$ cat config.mk
export PLATFORM = sky130hd
export DESIGN_NAME = flptw_step
export DESIGN_NICKNAME = d
export VERILOG_FILES = /design/src/hdl/flptw_pkg.sv /design/src/hdl/flptw_step.sv
export SDC_FILE = /design/constraint.sdc
export NUM_CORES = 1
export LEC_CHECK = 0
export BUFFER_PORTS_ARGS = -buffer_cell sky130_fd_sc_hd__buf_2
export CORE_AREA = 2 2 39 41
export DETAILED_ROUTE_END_ITERATION = 12
export DIE_AREA = 0 0 41 43
export PLACE_DENSITY = 0.72
export SLEW_MARGIN = 0
export SYNTH_ARGS = -nofsm -noshare
export SYNTH_HDL_FRONTEND = slang
export SYNTH_SLANG_ARGS = --single-unit
export TNS_END_PERCENT = 1
$ cat constraint.sdc
create_clock -name vclk -period 3.17
set_input_delay 0.634 -clock vclk [all_inputs]
set_output_delay 0.634 -clock vclk [all_outputs]
set_load 0.02 [all_outputs]
$ cat src/hdl/flptw_pkg.sv
// Shared constants, types and helpers for the four-level page-table walker.
`default_nettype none

package flptw_pkg;

  // Store geometry
  localparam int TABLE_FRAMES = 64;
  localparam int ENTRIES      = 512;
  localparam int IDX_W        = 9;
  localparam int FRAME_W      = $clog2(TABLE_FRAMES);
  localparam int ADDR_W       = FRAME_W + IDX_W;
  localparam int DEPTH        = TABLE_FRAMES * ENTRIES;
  localparam int PFN_W        = 40;
  localparam int VPN_W        = 36;
  localparam int PTE_W        = 64;

  // Entry bit positions
  localparam int BIT_PRESENT = 0;
  localparam int BIT_HUGE    = 7;
  localparam int PFN_LSB     = 12;

  // Request codes
  localparam logic [1:0] REQ_WRITE = 2'd0;
  localparam logic [1:0] REQ_QUERY = 2'd1;
  localparam logic [1:0] REQ_UNMAP = 2'd2;

  // Status codes
  localparam logic [1:0] ST_OK     = 2'd0;
  localparam logic [1:0] ST_ABSENT = 2'd1;
  localparam logic [1:0] ST_RANGE  = 2'd2;

  // Result of checking one upper-level entry
  typedef struct packed {
    logic               absent;
    logic               range_err;
    logic [FRAME_W-1:0] next_frame;
  } step_res_t;

  // True when a physical frame number lies inside the store
  function automatic logic frame_in_range(input logic [PFN_W-1:0] pfn);
    return pfn < PFN_W'(TABLE_FRAMES);
  endfunction

  // Pick the 9-bit table index of a level out of the virtual page number
  function automatic logic [IDX_W-1:0] idx_of(input logic [VPN_W-1:0] vpn,
                                              input logic [1:0] lvl);
    logic [IDX_W-1:0] idx;
    unique case (lvl)
      2'd3:    idx = vpn[35:27];
      2'd2:    idx = vpn[26:18];
      2'd1:    idx = vpn[17:9];
      default: idx = vpn[8:0];
    endcase
    return idx;
  endfunction

endpackage

`default_nettype wire

$ cat src/hdl/flptw_step.sv
// Level check unit: decides whether a walk stops at an upper-level entry.
`default_nettype none

module flptw_step (
  input  wire logic [flptw_pkg::PTE_W-1:0] entry_i,
  output      flptw_pkg::step_res_t        res_o
);

  logic [flptw_pkg::PFN_W-1:0] pfn;

  // Flag absent or huge entries, range-check the next table
  always_comb begin
    pfn              = entry_i[flptw_pkg::PFN_LSB +: flptw_pkg::PFN_W];
    res_o.absent     = !entry_i[flptw_pkg::BIT_PRESENT] || entry_i[flptw_pkg::BIT_HUGE];
    res_o.range_err  = !flptw_pkg::frame_in_range(pfn);
    res_o.next_frame = pfn[flptw_pkg::FRAME_W-1:0];
  end

endmodule

`default_nettype wire

Yosys cells after proc, flatten, opt, wreduce, memory -nomap -nowiden
Cells that the tools add are included.
- reduce and logical (&&, ||, !) cells: 3
- $lt $le $gt $ge: 1
- operator list (kind ; count):
    40-bit by 7-bit < comparator with 1-bit output (second input constant) ; 1
    1-bit logical NOT ; 2
    1-bit logical OR ; 1
- input bits: 64
- register bits after elaboration: 0
- logic and storage cells: 4
- output and inout bits: 8

Longest topological paths before layout
- depth after elaboration: 2
- depth in mapped cells: 3

Least setup slack after synthesis
Ideal clock, no wire load.
- path type: input port to output port
- start: input entry_i[33] in the netlist's numbering
- end: output res_o[6] in the netlist's numbering
- data arrival time: 1.414 ns
- data required time: 2.536 ns
- cell stages on the path: 3
- slack: 1.122 ns
- cells stage by stage: nor4_1 -> nand3_1 -> or3_1
- RTL lines (item ; line ; text):
    from (decl) ; flptw_step.sv:5 ; input wire logic [flptw_pkg::PTE_W-1:0] entry_i,
    to (decl) ; flptw_step.sv:6 ; output flptw_pkg::step_res_t res_o

==> impl_metrics.env <==
export IMPL_grt_pass1_vias=251
export IMPL_synth_simple_area_share_pct=66.0
export IMPL_synth_area_top_cells="buf_4, nor4_1, nor4_2"
export IMPL_n_antenna_cell=0
export IMPL_yosysTopAreaCell="buf_4"
export IMPL_drt_initial_drc_count=0
export IMPL_core_area_um2=1380
export IMPL_drive_gt1_share_pct=75.0
export IMPL_die_area_um2=1760
export IMPL_min_from="entry_i[13]"
export IMPL_cts_resized=0
export IMPL_fmax_mhz=446
export IMPL_syn_area_um2=133
export IMPL_cp_arrival_ps=1610
export IMPL_nNetsFinal=118
export IMPL_drcViolationCount=0
export IMPL_fp_dieH_um=43
export IMPL_power_uw=25.9
export IMPL_wl_per_cell_um=8.31
export IMPL_grt_overflow_total=0
export IMPL_synth_fa_ha_area_share_pct=0
export IMPL_cp_top_family="simple AND/OR/NAND/NOR gates"
export IMPL_io_buffers=38
export IMPL_critPathCaptureType="primary output"
export IMPL_holdCritPathClass="primary input to primary output"
export IMPL_pre_cts_slack_ps=910
export IMPL_crit_buf_inv=2
export IMPL_layout_setup_ws_ps=928
export IMPL_num_vias=263
export IMPL_start_util_pct=9.58
export IMPL_firstDrtPassIters=1
export IMPL_period_share_pct=70.7
export IMPL_pwr_density_cell_nw_per_um2=87.1
export IMPL_p_leak_uw=0.000156
export IMPL_routed_via_density=3.87
export IMPL_required_ps=2540
export IMPL_startpoint_type="primary input"
export IMPL_seq_cells=0
export IMPL_rows=14
export IMPL_seq_area_frac_synth_pct=0
export IMPL_cts_hold_buf=0
export IMPL_synth_cell_types=9
export IMPL_rsz0062_at_grt="no"
export IMPL_postRouteWirelength_um=565
export IMPL_hold_path_cell_count=0
export IMPL_ios=72
export IMPL_synth_compound_area_share_pct=0
export IMPL_grt_use_total_pct=6.39
export IMPL_clkbuf_count=0
export IMPL_fin_crit_ps=2240
export IMPL_area_growth_pct=125
export IMPL_maxCapViolCount=0
export IMPL_ir_drop_v=0.0000212
export IMPL_die_x_um=41
export IMPL_antenna_found_initial=0
export IMPL_register_area_um2=0
export IMPL_cp_slowest_cell="or3_1"
export IMPL_critPathMaxStageDelay_ps=320
export IMPL_crit_chain="buf_2, nor4_1, nand4_1, or3_1, buf_2"
export IMPL_critPathMaxFanout=1
export IMPL_post_cts_buffers=0
export IMPL_tns_ps=0
export IMPL_syn_num_nets=84
export IMPL_maxSlewViolCount=0
export IMPL_antenna_left=0
export IMPL_status="complete, no violations"
export IMPL_synth_xor_area_share_pct=0
export IMPL_setup_violations=0
export IMPL_max_slew_margin_rel_pct=84.0
export IMPL_finalHoldViolCount=0
export IMPL_synth_top_family_by_area="simple AND/OR/NAND/NOR gates"
export IMPL_grt_start_max_net_pins=2
export IMPL_tightest_slew_ps=238
export IMPL_synth_top_area_share_pct=34.0
export IMPL_hold_end="res_o[1]"
export IMPL_yosysMostFrequentCell="nor4_1"
export IMPL_critPathKind="primary input to primary output"
export IMPL_syn_avg_cell_area_um2=6.63
export IMPL_synthCells=20
export IMPL_grt_pass1_wl_um=869
export IMPL_synthMuxAreaShare_pct=0
export IMPL_synthTopCellsByCount="nor4_1, buf_4"
export IMPL_gp_congestion=0.539
export IMPL_yosysWarnings=0
export IMPL_crit_path_frequent_cell="buf_2"
worst max-delay path by stage:
| stage | startpoint | end | slack (ps) | depth (start not counted) |
|---|---|---|---|---|
| after floorplan | entry_i[33] | res_o[6] | 1120 | 3 |
| after global placement | entry_i[45] | res_o[6] | 900 | 5 |
| after detailed placement | entry_i[46] | res_o[6] | 910 | 5 |
| after CTS | entry_i[46] | res_o[6] | 910 | 5 |
| after global routing | entry_i[43] | res_o[6] | 840 | 5 |
| final | entry_i[45] | res_o[6] | 930 | 5 |
cell families (layout without fill, tap and decap cells):
kind of cell | after synthesis | in the layout
buffers and inverters | 6 | 38
and+or+nand+nor | 14 | 14
power breakdown:
group / switching [µW] / internal [µW]
Combinational: 8.31 / 17.6
Sequential: 0 / 0
Clock: 0 / 0
Total: 8.31 / 17.6
routing by layer:
metal  part of all wire, %  vias to the layer above  track usage [%]  wire (µm)
li1                      -                      138                -          -
met1                    26                      104             6.33        146
met2                    56                       19             13.4        318
met3                    16                        2                0         89
met4                   1.8                        0            0.667         10
met5                     0                        -                0          0
stage by stage:
stage          utilization, %  std cells  instance area [µm²]  hold WS, ps
6_report                 21.5         68                  298         1270
5_1_grt                  21.5         68                  298         1270
4_1_cts                  21.5         68                  298         1270
3_5_place_dp             21.5         68                  298         1270
3_3_place_gp             21.5         68                  298         1270
2_1_floorplan               -         20                  133         1380
area by class of cell:
cell class / instances / area [µm²]
Tap cell: 16 / 20.0
Multi-Input combinational cell: 14 / 87.6
Timing Repair Buffer: 38 / 190
Fill cell: 154 / 1090
cells in the final DEF (no fill, tap or decap):
cell / n
buf_2: 38
nand2_1: 1
nand3_1: 1
nor2_1: 1
nor4_1: 7
nor4_2: 1
nand2b_1: 1
nand4_1: 1
or3_1: 1
(Power assumes the default switching activity.)
